`config.mk`:
```
export PLATFORM = sky130hd
export DESIGN_NAME = basic_source_tokenizer_core
export DESIGN_NICKNAME = d
export VERILOG_FILES = /design/src/hw/rtl/bst_pkg.sv /design/src/hw/rtl/bst_front.sv /design/src/hw/rtl/bst_queue.sv /design/src/hw/rtl/bst_back.sv /design/src/hw/rtl/basic_source_tokenizer_core.sv
export SDC_FILE = /design/constraint.sdc
export NUM_CORES = 1
export LEC_CHECK = 0
export ABC_AREA = 1
export BUFFER_PORTS_ARGS = -buffer_cell sky130_fd_sc_hd__buf_2
export CAP_MARGIN = 20
export CORE_UTILIZATION = 55
export DETAILED_ROUTE_END_ITERATION = 6
export PLACE_DENSITY = 0.76
export SETUP_SLACK_MARGIN = 0.2
export SLEW_MARGIN = 30
export SYNTH_ARGS = -nofsm -noshare
export SYNTH_HDL_FRONTEND = slang
export SYNTH_HIERARCHICAL = 1
export SYNTH_SLANG_ARGS = --single-unit
```
`constraint.sdc`:
```
create_clock -name aclk -period 6.5 [get_ports aclk]
set_input_delay 0.325 -clock aclk [delete_from_list [all_inputs] [get_ports aclk]]
set_output_delay 0.325 -clock aclk [all_outputs]
set_load 0.005 [all_outputs]
```
`src/hw/rtl/bst_pkg.sv`:
```
// ----------------------------------------------------------------------------
// bst_pkg
// Shared types, token codes and keyword table for the source tokenizer.
// ----------------------------------------------------------------------------
package bst_pkg;

    localparam int KwLen  = 9;
    localparam int LenW   = 16;
    localparam int PosW   = 32;
    localparam logic [LenW-1:0] LenMax = '1;

    typedef enum logic [3:0] {
        M_IDLE    = 4'd0,
        M_IDENT   = 4'd1,
        M_NUMBER  = 4'd2,
        M_STRING  = 4'd3,
        M_COMMENT = 4'd4,
        M_ASSIGN  = 4'd5,
        M_LESS    = 4'd6,
        M_SIGN    = 4'd7
    } mode_t;

    localparam logic [5:0] T_EOF    = 6'd0;
    localparam logic [5:0] T_ASSIGN = 6'd28;
    localparam logic [5:0] T_EQUAL  = 6'd29;
    localparam logic [5:0] T_PLUS   = 6'd30;
    localparam logic [5:0] T_MINUS  = 6'd31;
    localparam logic [5:0] T_LESS   = 6'd34;
    localparam logic [5:0] T_NOTEQ  = 6'd36;
    localparam logic [5:0] T_IDENT  = 6'd39;
    localparam logic [5:0] T_FLOAT  = 6'd40;
    localparam logic [5:0] T_INT    = 6'd41;
    localparam logic [5:0] T_STRING = 6'd42;
    localparam logic [5:0] T_UNTERM = 6'd43;
    localparam logic [5:0] T_BAD    = 6'd44;

    typedef struct packed {
        logic [5:0]      ttype;
        logic [PosW-1:0] pos;
        logic [LenW-1:0] len;
    } tok_t;

    // Up to two tokens per request, produced by the front end.
    typedef struct packed {
        logic [1:0] cnt;
        tok_t       t0;
        tok_t       t1;
    } entry_t;

    typedef logic [KwLen*8-1:0] window_t;

    function automatic logic [5:0] single_symbol(input logic [7:0] b);
        logic [5:0] r;
        r = 6'd0;
        case (b)
            8'h28: r = 6'd24;
            8'h29: r = 6'd25;
            8'h5B: r = 6'd26;
            8'h5D: r = 6'd27;
            8'h3D: r = 6'd28;
            8'h2B: r = 6'd30;
            8'h2D: r = 6'd31;
            8'h2A: r = 6'd32;
            8'h2F: r = 6'd33;
            8'h3C: r = 6'd34;
            8'h3E: r = 6'd35;
            8'h2C: r = 6'd37;
            8'h2E: r = 6'd38;
            default: r = 6'd0;
        endcase
        return r;
    endfunction

    function automatic logic is_space(input logic [7:0] b);
        return b == 8'h20 || b == 8'h09 || b == 8'h0A;
    endfunction

    function automatic logic is_digit(input logic [7:0] b);
        return b >= 8'h30 && b <= 8'h39;
    endfunction

    function automatic logic is_delim(input logic [7:0] b);
        return is_space(b) || b == 8'h23 || b == 8'h22 || single_symbol(b) != 6'd0;
    endfunction

    // Pack a short text into window form, byte 0 in the low bits.
    function automatic window_t kw_pack(input string s);
        window_t w;
        w = '0;
        for (int i = 0; i < s.len() && i < KwLen; i++) begin
            w[i*8 +: 8] = s[i];
        end
        return w;
    endfunction

    // Keyword lookup: full compare of window and length.
    function automatic logic [5:0] keyword_code(input window_t w, input logic [LenW-1:0] len);
        logic [5:0] r;
        r = 6'd0;
        if      (len == 16'd3 && w == kw_pack("and"))       r = 6'd1;
        else if (len == 16'd2 && w == kw_pack("as"))        r = 6'd2;
        else if (len == 16'd4 && w == kw_pack("case"))      r = 6'd3;
        else if (len == 16'd2 && w == kw_pack("do"))        r = 6'd4;
        else if (len == 16'd4 && w == kw_pack("else"))      r = 6'd5;
        else if (len == 16'd3 && w == kw_pack("end"))       r = 6'd6;
        else if (len == 16'd3 && w == kw_pack("for"))       r = 6'd7;
        else if (len == 16'd8 && w == kw_pack("function"))  r = 6'd8;
        else if (len == 16'd2 && w == kw_pack("if"))        r = 6'd9;
        else if (len == 16'd4 && w == kw_pack("load"))      r = 6'd10;
        else if (len == 16'd4 && w == kw_pack("loop"))      r = 6'd11;
        else if (len == 16'd4 && w == kw_pack("next"))      r = 6'd12;
        else if (len == 16'd3 && w == kw_pack("not"))       r = 6'd13;
        else if (len == 16'd2 && w == kw_pack("or"))        r = 6'd14;
        else if (len == 16'd6 && w == kw_pack("select"))    r = 6'd15;
        else if (len == 16'd4 && w == kw_pack("step"))      r = 6'd16;
        else if (len == 16'd9 && w == kw_pack("structure")) r = 6'd17;
        else if (len == 16'd3 && w == kw_pack("sub"))       r = 6'd18;
        else if (len == 16'd4 && w == kw_pack("then"))      r = 6'd19;
        else if (len == 16'd2 && w == kw_pack("to"))        r = 6'd20;
        else if (len == 16'd5 && w == kw_pack("until"))     r = 6'd21;
        else if (len == 16'd3 && w == kw_pack("var"))       r = 6'd22;
        else if (len == 16'd5 && w == kw_pack("while"))     r = 6'd23;
        return r;
    endfunction

endpackage

```
`src/hw/rtl/bst_front.sv`:
```
// ----------------------------------------------------------------------------
// bst_front
// Lexer state machine: classifies each byte and builds up to two tokens.
// ----------------------------------------------------------------------------
module bst_front (
    input  logic              aclk,
    input  logic              aresetn,
    input  logic              in_valid,
    input  logic              action,
    input  logic [7:0]        char_code,
    output bst_pkg::entry_t   entry
);

    bst_pkg::mode_t mode_reg, mode_next;
    logic [31:0] offset_reg, offset_next;
    logic [31:0] start_reg, start_next;
    logic [15:0] length_reg, length_next;
    bst_pkg::window_t window_reg, window_next;
    logic dot_reg, dot_next;
    logic [7:0] held_reg, held_next;

    always_ff @(posedge aclk) begin
        if (!aresetn) begin
            mode_reg   <= bst_pkg::M_IDLE;
            offset_reg <= '0;
            start_reg  <= '0;
            length_reg <= '0;
            window_reg <= '0;
            dot_reg    <= 1'b0;
            held_reg   <= '0;
        end else if (in_valid) begin
            mode_reg   <= mode_next;
            offset_reg <= offset_next;
            start_reg  <= start_next;
            length_reg <= length_next;
            window_reg <= window_next;
            dot_reg    <= dot_next;
            held_reg   <= held_next;
        end
    end

    logic [15:0] grown;
    assign grown = (length_reg == bst_pkg::LenMax) ? length_reg : length_reg + 16'd1;

    always_comb begin
        bst_pkg::tok_t fin;
        logic          fin_v;
        logic          do_start;
        logic [5:0]    kw;
        logic [5:0]    sym;
        logic [7:0]    b;
        b           = char_code;
        mode_next   = mode_reg;
        offset_next = offset_reg;
        start_next  = start_reg;
        length_next = length_reg;
        window_next = window_reg;
        dot_next    = dot_reg;
        held_next   = held_reg;
        entry       = '0;
        do_start    = 1'b0;
        kw          = bst_pkg::keyword_code(window_reg, length_reg);
        sym         = bst_pkg::single_symbol(b);

        // Token left pending by the current mode.
        fin   = '0;
        fin_v = 1'b1;
        fin.pos = start_reg;
        unique case (mode_reg)
            bst_pkg::M_IDENT: begin
                fin.ttype = (kw != 6'd0) ? kw : bst_pkg::T_IDENT;
                fin.len   = (kw != 6'd0) ? 16'd0 : length_reg;
            end
            bst_pkg::M_NUMBER: begin
                fin.ttype = dot_reg ? bst_pkg::T_FLOAT : bst_pkg::T_INT;
                fin.len   = length_reg;
            end
            bst_pkg::M_STRING: begin
                fin.ttype = bst_pkg::T_UNTERM;
                fin.len   = length_reg;
            end
            bst_pkg::M_ASSIGN: fin.ttype = bst_pkg::T_ASSIGN;
            bst_pkg::M_LESS:   fin.ttype = bst_pkg::T_LESS;
            bst_pkg::M_SIGN:
                fin.ttype = (held_reg == 8'h2D) ? bst_pkg::T_MINUS : bst_pkg::T_PLUS;
            default: fin_v = 1'b0;
        endcase

        if (action) begin
            // End of input: flush, then eof.
            if (fin_v) begin
                entry.t0 = fin;
                entry.t1 = '{ttype: bst_pkg::T_EOF, pos: offset_reg, len: 16'd0};
                entry.cnt = 2'd2;
            end else begin
                entry.t0 = '{ttype: bst_pkg::T_EOF, pos: offset_reg, len: 16'd0};
                entry.cnt = 2'd1;
            end
            mode_next   = bst_pkg::M_IDLE;
            offset_next = '0;
        end else begin
            offset_next = offset_reg + 32'd1;
            unique case (mode_reg)
                bst_pkg::M_COMMENT: if (b == 8'h0A) mode_next = bst_pkg::M_IDLE;
                bst_pkg::M_STRING: begin
                    if (b == 8'h22) begin
                        entry.t0 = '{ttype: bst_pkg::T_STRING, pos: start_reg, len: length_reg};
                        entry.cnt = 2'd1;
                        mode_next = bst_pkg::M_IDLE;
                    end else begin
                        length_next = grown;
                    end
                end
                bst_pkg::M_IDENT: begin
                    if (bst_pkg::is_delim(b)) begin
                        do_start = 1'b1;
                    end else begin
                        for (int i = 0; i < bst_pkg::KwLen; i++) begin
                            if (length_reg == 16'(i)) window_next[i*8 +: 8] = b;
                        end
                        length_next = grown;
                    end
                end
                bst_pkg::M_NUMBER: begin
                    if (bst_pkg::is_digit(b) || b == 8'h2B || b == 8'h2D || b == 8'h65
                        || b == 8'h45 || b == 8'h2E) begin
                        if (b == 8'h2E) dot_next = 1'b1;
                        length_next = grown;
                    end else begin
                        do_start = 1'b1;
                    end
                end
                bst_pkg::M_ASSIGN: begin
                    if (b == 8'h3D) begin
                        entry.t0 = '{ttype: bst_pkg::T_EQUAL, pos: start_reg, len: 16'd0};
                        entry.cnt = 2'd1;
                        mode_next = bst_pkg::M_IDLE;
                    end else begin
                        do_start = 1'b1;
                    end
                end
                bst_pkg::M_LESS: begin
                    if (b == 8'h3E) begin
                        entry.t0 = '{ttype: bst_pkg::T_NOTEQ, pos: start_reg, len: 16'd0};
                        entry.cnt = 2'd1;
                        mode_next = bst_pkg::M_IDLE;
                    end else begin
                        do_start = 1'b1;
                    end
                end
                bst_pkg::M_SIGN: begin
                    if (bst_pkg::is_digit(b)) begin
                        length_next = 16'd2;
                        dot_next    = 1'b0;
                        mode_next   = bst_pkg::M_NUMBER;
                    end else begin
                        do_start = 1'b1;
                    end
                end
                default: do_start = 1'b1;
            endcase

            if (do_start) begin
                if (fin_v) begin
                    entry.t0  = fin;
                    entry.cnt = 2'd1;
                end
                mode_next = bst_pkg::M_IDLE;
                if (!bst_pkg::is_space(b)) begin
                    start_next = offset_reg;
                    if (b == 8'h23) begin
                        mode_next = bst_pkg::M_COMMENT;
                    end else if ((b >= 8'h61 && b <= 8'h7A) || (b >= 8'h41 && b <= 8'h5A)
                                 || b == 8'h5F) begin
                        window_next        = '0;
                        window_next[7:0]   = b;
                        length_next        = 16'd1;
                        mode_next          = bst_pkg::M_IDENT;
                    end else if (b == 8'h22) begin
                        length_next = 16'd0;
                        mode_next   = bst_pkg::M_STRING;
                    end else if (bst_pkg::is_digit(b)) begin
                        length_next = 16'd1;
                        dot_next    = 1'b0;
                        mode_next   = bst_pkg::M_NUMBER;
                    end else if (b == 8'h2B || b == 8'h2D) begin
                        held_next = b;
                        mode_next = bst_pkg::M_SIGN;
                    end else if (b == 8'h3D) begin
                        mode_next = bst_pkg::M_ASSIGN;
                    end else if (b == 8'h3C) begin
                        mode_next = bst_pkg::M_LESS;
                    end else begin
                        if (fin_v) begin
                            entry.t1  = '{ttype: (sym != 6'd0) ? sym : bst_pkg::T_BAD,
                                          pos: offset_reg,
                                          len: (sym != 6'd0) ? 16'd0 : 16'd1};
                            entry.cnt = 2'd2;
                        end else begin
                            entry.t0  = '{ttype: (sym != 6'd0) ? sym : bst_pkg::T_BAD,
                                          pos: offset_reg,
                                          len: (sym != 6'd0) ? 16'd0 : 16'd1};
                            entry.cnt = 2'd1;
                        end
                    end
                end
            end
        end
    end

endmodule

```
`src/hw/rtl/bst_queue.sv`:
```
// ----------------------------------------------------------------------------
// bst_queue
// Small FIFO of token groups between the lexer and the output stage.
// ----------------------------------------------------------------------------
module bst_queue (
    input  logic            aclk,
    input  logic            aresetn,
    input  logic            wr_en,
    input  bst_pkg::entry_t wr_data,
    output logic            full,
    output logic            empty,
    input  logic            rd_en,
    output bst_pkg::entry_t rd_data
);

    bst_pkg::entry_t mem_reg [4];
    logic [1:0] wp_reg, rp_reg;
    logic [2:0] cnt_reg;

    assign full    = cnt_reg == 3'd4;
    assign empty   = cnt_reg == 3'd0;
    assign rd_data = mem_reg[rp_reg];

    always_ff @(posedge aclk) begin
        if (wr_en) mem_reg[wp_reg] <= wr_data;
    end

    always_ff @(posedge aclk) begin
        if (!aresetn) begin
            wp_reg  <= '0;
            rp_reg  <= '0;
            cnt_reg <= '0;
        end else begin
            if (wr_en) wp_reg <= wp_reg + 2'd1;
            if (rd_en) rp_reg <= rp_reg + 2'd1;
            cnt_reg <= cnt_reg + {2'b0, wr_en} - {2'b0, rd_en};
        end
    end

endmodule

```
`src/hw/rtl/bst_back.sv`:
```
// ----------------------------------------------------------------------------
// bst_back
// Output stage: sends the one or two tokens of each group in order.
// ----------------------------------------------------------------------------
module bst_back (
    input  logic            aclk,
    input  logic            aresetn,
    input  logic            q_empty,
    input  bst_pkg::entry_t q_data,
    output logic            q_pop,
    output logic            m_valid,
    input  logic            m_ready,
    output logic [5:0]      m_token_type,
    output logic [31:0]     m_token_position,
    output logic [15:0]     m_text_length,
    output logic            m_is_last
);

    logic second_reg;
    bst_pkg::tok_t cur;

    assign cur              = second_reg ? q_data.t1 : q_data.t0;
    assign m_valid          = !q_empty;
    assign m_token_type     = cur.ttype;
    assign m_token_position = cur.pos;
    assign m_text_length    = cur.len;
    assign m_is_last        = second_reg || q_data.cnt == 2'd1;
    assign q_pop            = m_valid && m_ready && m_is_last;

    always_ff @(posedge aclk) begin
        if (!aresetn) begin
            second_reg <= 1'b0;
        end else if (m_valid && m_ready) begin
            second_reg <= !m_is_last;
        end
    end

endmodule

```
`src/hw/rtl/basic_source_tokenizer_core.sv`:
```
// ----------------------------------------------------------------------------
// basic_source_tokenizer_core
// Byte-serial tokenizer: one request per cycle in, tokens out.
// ----------------------------------------------------------------------------
// Path: the request that ends a token writes it into the token queue; m_ shows the queue head.
// Throughput: one request per cycle while the 4-deep token queue has room;
// a request that gives two tokens holds its group at the queue head until both are sent.
// Reset: aresetn (synchronous, active low) returns the lexer to idle,
// clears the byte offset and empties the queue.
// ----------------------------------------------------------------------------
module basic_source_tokenizer_core (
    input  logic        aclk,
    input  logic        aresetn,
    input  logic        s_valid,
    output logic        s_ready,
    input  logic        s_action,
    input  logic [7:0]  s_char_code,
    output logic        m_valid,
    input  logic        m_ready,
    output logic [5:0]  m_token_type,
    output logic [31:0] m_token_position,
    output logic [15:0] m_text_length,
    output logic        m_is_last
);

    bst_pkg::entry_t entry, q_data;
    logic take, q_full, q_empty, q_pop;

    // Accept whenever the queue has room; requests with no tokens skip it.
    assign s_ready = !q_full;
    assign take    = s_valid && s_ready;

    bst_front u_front (
        .aclk      (aclk),
        .aresetn   (aresetn),
        .in_valid  (take),
        .action    (s_action),
        .char_code (s_char_code),
        .entry     (entry)
    );

    bst_queue u_queue (
        .aclk    (aclk),
        .aresetn (aresetn),
        .wr_en   (take && entry.cnt != 2'd0),
        .wr_data (entry),
        .full    (q_full),
        .empty   (q_empty),
        .rd_en   (q_pop),
        .rd_data (q_data)
    );

    bst_back u_back (
        .aclk             (aclk),
        .aresetn          (aresetn),
        .q_empty          (q_empty),
        .q_data           (q_data),
        .q_pop            (q_pop),
        .m_valid          (m_valid),
        .m_ready          (m_ready),
        .m_token_type     (m_token_type),
        .m_token_position (m_token_position),
        .m_text_length    (m_text_length),
        .m_is_last        (m_is_last)
    );

endmodule

```
==> summary.md, run 1 <==
For the worst setup skew after layout, the log shows 0.0333 ns. Relative to the synthesized area, the layout overhead comes to 8.57%. The routed wire length per instance came out at 17.3 um. Counting both buffers and inverters, the worst setup path holds a total of 6.

The tools report the clock buffer count from CTS as 61. Delay contributed by the slowest stage of the critical path: 0.61 ns. The largest total area in the synthesized netlist belongs to sky130_fd_sc_hd__edfxtp_1.

The endpoint required time on the critical path is 6.81 ns, and the final number of max-transition violations is 0. The average cell area after synthesis works out to 8.47 sq um. The library cells used most frequently in the layout, excluding fill and tap cells, are sky130_fd_sc_hd__nand2_1 (986), sky130_fd_sc_hd__edfxtp_1 (440), sky130_fd_sc_hd__inv_1 (411), sky130_fd_sc_hd__a21oi_1 (302), sky130_fd_sc_hd__nor2_1 (272).

Relative slew slack: 33.5%. Once the clock tree was built, the setup fixing pass inserted 0 buffers. The slowest cell on the critical path was sky130_fd_sc_hd__inv_4. The die covers 56700 sq um. The total routing usage reported by global routing was 26.5%. By area the synthesized netlist is led by sky130_fd_sc_hd__edfxtp_1 (43%), sky130_fd_sc_hd__nand2_1 (12%), sky130_fd_sc_hd__dfxtp_1 (11%).

The die is 238 um wide. The initial antenna violation count was 2. For the total overflow reported by the global router, the log shows 0.

Measured along the y axis, the die boundary spans 238 um. The run gives 3612 as the number of nets in the layout. The clock drives 614 sinks.

Sequential elements use 54.4% of the synthesized area. The detail route stage leaves a number of antenna-violating nets equal to 0. The capture instance of the worst register-to-register path was u_queue/mem_reg[1][39].

The number of cells after detailed placement was 4270; the routability congestion estimate from global placement was 0.951. Reg-to-reg startpoint: u_front/mode_reg[1]. For the final antenna diode count, the log shows 0. Data arrives at the worst endpoint at 5.33 ns.

Synthesis handed over a netlist of 3624 instances. No sink is reached through more buffers than the 3 on the longest clock path. Setup repair after global routing left no endpoint under its margin.

IR analysis of the VDD net gives a maximum drop of 298 uV. Summed over its instances, the top area cell type makes up 43.1% of the synthesized netlist area. The most critical setup path has its startpoint at s_char_code[1]. Clock tree synthesis selected as its root buffer the cell sky130_fd_sc_hd__clkbuf_16.

The number of endpoints with negative hold slack in the final report came out at 0. The run gives 12.5 nW as the leakage power. The synthesized netlist contains 55 unique library cells. The synthesized netlist occupies a cell area of 30700 sq um. The placed instances occupy a cell area of 31100 sq um.

The Yosys step of the flow raised 6 warnings. The class of the most critical hold timing path was in2reg. The family with the most delay on the worst path is simple AND/OR/NAND/NOR gates. The worst hold endpoint was u_front/window_reg[7].

Detailed placement finished with a half-perimeter wire length of 48.1 mm. 70 I/O pins were placed. The transition at the pin with the smallest max-transition slack works out to 0.998 ns. Leaving out fill and tap cells, the most frequent cell in the layout is sky130_fd_sc_hd__nand2_1.

TritonCTS built the clock tree. For this run, the detailed router's first-pass iteration total came to 7. The run gives 55.7% as the starting density of the core. For this design the ratio of total power to cell area is 318 nW/um^2.

The finished layout holds 4387 standard cells, fillers aside. Max-cap violations in this run came to 0. In this run the tool buffered the top-level ports with 69 buffer cells. The detailed router finished its first iteration with 2744 violations.

The worst reg2reg path depth is 19. At the placement stage, the worst setup path has a slack of 1.28 ns. Along the worst path, the maximum fanout reaches 53. The filler cells instantiated in the layout total 4697. In the final layout, the share of cells above drive strength 1 is 7.36%. Category of the most critical setup path: in2reg.

After detailed routing, the number of remaining DRC violations is 0. After detailed routing, the total wire length is 75.8 mm. The run gives 55100 sq um as the area inside the core boundary. In the routed layout, each cell is associated on average with a via count of 5.60. The flow ran to the end, and the final reports show no timing, DRC or antenna violations. The flip-flop count of the largest register after layout was 440; the maximum number of pins on one net before global-route repair was 235.

The run gives 0 ns as the setup total negative slack. The worst path needs 5.02 ns of the cycle, external delays included. The setup check on the worst reg-to-reg path leaves a slack of 1.68 ns. The tools report the worst hold path startpoint as s_char_code[7].

Setup slack on the critical path of the routed design comes to 1.48 ns. In this run, synthesis produced a sequential element count of 614. The number of vias after detailed routing is 24600, and the number of cells traversed by the worst hold path is 3. The number of setup violations in the final report is 0. The H-tree was split into 2 levels. Clock latency on the worst-skew pair, taken at its later pin, is 0.65 ns. STA classifies the critical path startpoint as an input port. The floorplan has 86 rows. The first global-routing pass estimated 120 mm of wire.

The via count of the first global-routing pass came out at 22300. Walking the worst path, the cells encountered are dlygate4sd3_1, buf_2, nor2_1, clkinv_1, nor3_2, nor2_1, nand2_1, nor2_2, nand2_4, nor2_4, nor2_2, nor2_4, nand2_4, nand2_2, nand2_4, inv_2, nand2_1, o31ai_1, a22oi_1, nor2_1, nor2_2, nand2_1, inv_4, buf_12. Based on the critical path, the design can be clocked at up to 199 MHz. The run gives 33300 sq um as the post-route standard cell area excluding fillers. The kind of end point of the critical path was a flip-flop. Of the available clock period, the critical path in the final layout requires 77.3%. The clock transition time at the flip-flop clock pins of the worst setup and hold paths came out at 0.06 ns.
## layer usage
| metal | global-route usage, % | vias to the layer above | routed length (um) |
|---|---|---|---|
| li1 | - | 12000 | - |
| met1 | 38.3 | 11500 | 33500 |
| met2 | 42.2 | 891 | 35000 |
| met3 | 3.14 | 122 | 5460 |
| met4 | 7.69 | 4 | 1760 |
| met5 | 0 | - | 22 |
## worst max path at each step
| stage | to | slack [ns] | depth (start not counted) |
|---|---|---|---|
| floorplan | u_queue/mem_reg[0][0] | 1.45 | 21 |
| global placement | u_queue/mem_reg[1][93] | 1.41 | 23 |
| detailed placement | u_queue/mem_reg[1][90] | 1.28 | 23 |
| CTS | u_queue/mem_reg[1][39] | 1.56 | 24 |
| global route | u_queue/mem_reg[1][39] | 1.17 | 26 |
| finish | u_queue/mem_reg[1][39] | 1.48 | 24 |
## power by group
part | switching (mW) | leakage (nW) | internal [mW]
sequential | 0.136 | 5.50 | 4.59
clock | 1.53 | 1.07 | 2.28
combinational | 1.49 | 5.89 | 0.584
## cell usage after synthesis, drive strengths merged
cell type / count
a211oi: 2
a21oi: 303
a221oi: 5
a22oi: 1
a31oi: 16
a32oi: 19
and2: 1
and3: 1
buf: 140
clkbuf: 71
clkinv: 4
conb: 1
dfxtp: 174
edfxtp: 440
fa: 1
ha: 11
inv: 435
nand2: 996
nand3: 177
nand3b: 7
nand4: 26
nor2: 288
nor3: 58
nor3b: 2
nor4: 12
o211ai: 116
o21a: 4
o21ai: 262
o21bai: 2
o221ai: 2
o22ai: 17
o2bb2ai: 1
o311ai: 3
o31ai: 7
o32ai: 7
or2: 6
xor2: 6
## worst min-delay path: cells and delay by family
family | cells | cell delay, ns
compound gates | 2 | 0.20
buf+inv | 1 | 0.10
## cell type report
| type | count | area [sq um] | share of cell area (%) |
|---|---|---|---|
| Sequential cell | 614 | 16700 | 50.1 |
| Multi-Input combinational cell | 2374 | 11200 | 33.5 |
| Clock buffer | 82 | 1730 | 5.19 |
| Inverter | 439 | 1660 | 4.99 |
| Tap cell | 748 | 936 | 2.81 |
| Timing Repair Buffer | 97 | 639 | 1.92 |
| Clock inverter | 33 | 487 | 1.46 |
## cell families after synthesis
kind of cell             share of synthesized area (%)
AO/OA/AOI/OAI                                     14.3
AND/OR/NAND/NOR                                   21.2
other                                           0.0122
XOR/XNOR                                         0.171
buffers and inverters                             9.45
flip-flops                                        54.4
adder cells (fa/ha/maj)                          0.514
## per-stage QoR
stage                     power (mW)  util (%)  hold WS, ns
final                           10.6      60.5       0.0371
after global routing            11.1      60.5       0.0668
after CTS                       10.6      60.5      0.00365
after detailed placement        6.86      56.4        0.429
after global placement          6.82      56.4        0.426
after floorplan                 6.25         -        0.415
## what timing repair did
item                      4_1_cts  5_1_grt
gates resized for setup         0        0
hold buffers                    2        0
hold endpoints to repair        2        0
(Power assumes the default switching activity.)
==> run 2, diff against run 1 <==
clock period = 5.27 ns   (was 6.5 ns; I/O delays follow)
==> run 2 against run 1 <==
Critical endpoint is now u_queue/mem_reg[0][79]; critical path depth did not move; sequential power is 23% higher; largest cell class unchanged; worst setup slack worse by 0.78 ns; final cell count up 0.25%.
==> summary.md, run 2 (same netlist as run 1, synthesis figures left out) <==
For the max-capacitance violation count, the log shows 0 (unchanged). The detailed-router iteration count before antenna repair is 6 (-1). The clock buffer count from CTS was 61 (unchanged); the highest net fanout along the worst path was 45 (-15%). The transition at the pin with the smallest max-transition slack works out to 0.973 ns (-0.0248 ns). The number of vias after detailed routing is 24600 (+0.11%), and the die extent in y is 238 um (unchanged). The final number of max-transition violations is 0 (unchanged).

The final antenna diode count is 0 (unchanged). The leakage power came out at 12.4 nW (-0.49%). The initial antenna violation count was 1 (-1); the worst setup skew after layout was 0.0180 ns (-0.0153 ns). The clock period could shrink to 4.58 ns.

The area of the multi-input gates is 11200 sq um (unchanged). Leaving out fill and tap cells, the most frequent cell in the layout is sky130_fd_sc_hd__nand2_1. The number of buffers inserted to repair setup after CTS was 0 (unchanged); the I/O pin count was 70 (unchanged).

Setup repair after global routing left no endpoint under its margin. The fraction of the core area covered by cells at the end of the flow came out at 60.2% (-0.28 points). The via count of the first global-routing pass came out at 22300 (+0.13%). The tools report the endpoint required time on the critical path as 5.62 ns (-1.19 ns). Routed wire length per instance: 17.1 um (-1.0%). The run finished with clean final reports. The area inside the core boundary came out at 55100 sq um (unchanged). The final routed DRC violation total came out at 0 (unchanged). The highest ir drop seen on vdd was 304 uV (+2.0%). Number of endpoints with negative hold slack in the final report: 0 (unchanged). The via density per instance came out at 5.59 (-0.14%).

The worst setup path is launched from an input port. The routability congestion estimate from global placement is 0.989 (+4.0%), and the clock sink count is 614 (unchanged). The relative slew slack came out at 35.2% (+1.7 points).

From synthesis to final layout, the design area changed by 8.07%. The total overflow reported by the global router is 0 (unchanged). The clock transition time at the flip-flop clock pins of the worst setup and hold paths is 0.06 ns (about the same). The worst setup path is captured at a flip-flop. The category of the most critical setup path is in2reg. Total routing usage reported by global routing: 26.4% (-0.17 points). The count of buffers inserted at the top-level ports works out to 69 (unchanged). The area used by sequential logic in the layout is 16700 sq um (unchanged). The run gives 239 (+1.7%) as the maximum number of pins on one net before global-route repair. The number of nets with antenna violations after detailed routing is 0 (unchanged). The tightest min-delay check is of the in2reg type.

The total die area was 56700 sq um (unchanged). The setup total negative slack was 0 ns (unchanged). The number of nets in the layout was 3626 (+0.39%); the floorplan die width was 238 um (unchanged).

Leaving out fill and tap cells, the most frequent cells in the layout are sky130_fd_sc_hd__nand2_1 (986), sky130_fd_sc_hd__edfxtp_1 (440), sky130_fd_sc_hd__inv_1 (412), sky130_fd_sc_hd__a21oi_1 (302), sky130_fd_sc_hd__nor2_1 (272). TritonCTS built the clock tree. The flip-flop count of the largest register after layout works out to 440 (unchanged). The number of buffers between clock root and the deepest sink is 3 (unchanged). The share of layout cells above drive strength 1 came out at 7.23% (-0.13 points). The data arrival time of the critical path came out at 4.93 ns (-0.40 ns). The power density relative to cell area works out to 377 nW/um^2 (+19%). The number of DRC markers in iteration 0 is 2440 (-11%), and the first-pass GRT wire length is 120 mm (-0.57%). The run gives 4698 (+0.021%) as the number of inserted filler cells in the final layout. Estimated wirelength of the detail-placed design: 48.7 mm (+1.2%).

In this run the clock root is driven by a sky130_fd_sc_hd__clkbuf_16. For this run, the top clock speed supported by timing is 219 MHz. The number of setup violations in the final report is 0 (unchanged), and the total wirelength of the detailed-routed design is 75.2 mm (-0.78%). The starting density of the core is 55.7% (unchanged), and the clock latency on the worst-skew pair is 0.64 ns (about the same). The number of H-tree levels is 2 (unchanged).

The post-route fraction of the period consumed by the critical path was 86.8%. The placement row count is 86 (unchanged). Total power draw: 12.5 mW (+18%).
-- run 2: cell types whose count changed in the layout (fill, tap and decap cells not counted), moves of 2 or more --
cell,previous run,this run
sky130_fd_sc_hd__bufinv_16,10,2
sky130_fd_sc_hd__dlygate4sd3_1,2,5
sky130_fd_sc_hd__buf_12,6,10
sky130_fd_sc_hd__clkinv_1,6,14
sky130_fd_sc_hd__buf_4,19,25
sky130_fd_sc_hd__clkinvlp_4,4,2
sky130_fd_sc_hd__clkinv_2,9,11
sky130_fd_sc_hd__clkbuf_16,64,61
sky130_fd_sc_hd__clkbuf_8,6,2
sky130_fd_sc_hd__clkbuf_1,12,15
-- run 2: path summary, 6_finish.rpt --
check	from	end	slack (ns)	cells past startpoint
hold / removal	s_char_code[4]	u_front/window_reg[4]	0.04	3
setup reg to reg	u_front/mode_reg[1]	u_queue/mem_reg[0][79]	0.98	19
setup / recovery	s_char_code[6]	u_queue/mem_reg[0][79]	0.69	24
hold reg to reg	u_front/held_reg[7]	u_front/held_reg[7]	0.44	2
-- run 2: critical path, stage by stage --
cell and delay, ns:
sky130_fd_sc_hd__dlygate4sd3_1 0.53, sky130_fd_sc_hd__buf_2 0.14, sky130_fd_sc_hd__nor2_1 0.25, sky130_fd_sc_hd__nand3_1 0.24
sky130_fd_sc_hd__nor3_2 0.36, sky130_fd_sc_hd__nor2_1 0.09, sky130_fd_sc_hd__nand2_1 0.08, sky130_fd_sc_hd__nor2_2 0.07
sky130_fd_sc_hd__nand2_4 0.10, sky130_fd_sc_hd__nor2_4 0.04, sky130_fd_sc_hd__nor2_2 0.14, sky130_fd_sc_hd__nor2_4 0.06
sky130_fd_sc_hd__nand2_4 0.19, sky130_fd_sc_hd__nand2_2 0.11, sky130_fd_sc_hd__nand2_4 0.12, sky130_fd_sc_hd__inv_2 0.14
sky130_fd_sc_hd__nand2_1 0.11, sky130_fd_sc_hd__o31ai_1 0.07, sky130_fd_sc_hd__a22oi_1 0.43, sky130_fd_sc_hd__nor2_1 0.10
sky130_fd_sc_hd__nor2_2 0.25, sky130_fd_sc_hd__nand2_1 0.13, sky130_fd_sc_hd__inv_4 0.52, sky130_fd_sc_hd__buf_4 0.29
-- run 2: repair_timing --
item	4_1_cts	5_1_grt
hold endpoints to repair	5	0
resized for setup	0	0
endpoints found under the setup margin	0	0
hold buffers	5	0
-- run 2: per-stage QoR --
step | instance area, sq um | hold slack, ns | cells | setup slack, ns
6_report | 33200 | 0.0383 | 4398 | 0.694
5_1_grt | 33200 | 0.0542 | 4398 | 0.296
4_1_cts | 33100 | 0.0135 | 4397 | 0.749
3_5_place_dp | 31200 | 0.428 | 4280 | 0.641
3_3_place_gp | 31200 | 0.427 | 4280 | 0.749
2_1_floorplan | 30700 | 0.354 | 3638 | 0.285
-- run 2: power breakdown --
group	switching [mW]	internal, mW
combinational	1.83	0.761
sequential	0.166	5.66
clock	1.83	2.27
total	3.82	8.69
-- run 2: final cells by class --
cell class / instances / share of cell area [%]
Tap cell: 748 / 2.82
Clock inverter: 33 / 0.800
Multi-Input combinational cell: 2374 / 33.6
Sequential cell: 614 / 50.4
Clock buffer: 79 / 4.88
Timing Repair Buffer: 111 / 2.48
Inverter: 439 / 5.01
-- run 2: layer usage --
layer	up-vias	wire, um	global-route usage, %
li1	12100	-	-
met1	11500	33400	37.6
met2	872	35100	42.1
met3	137	4750	3.34
met4	2	1890	8.00
met5	-	17	0
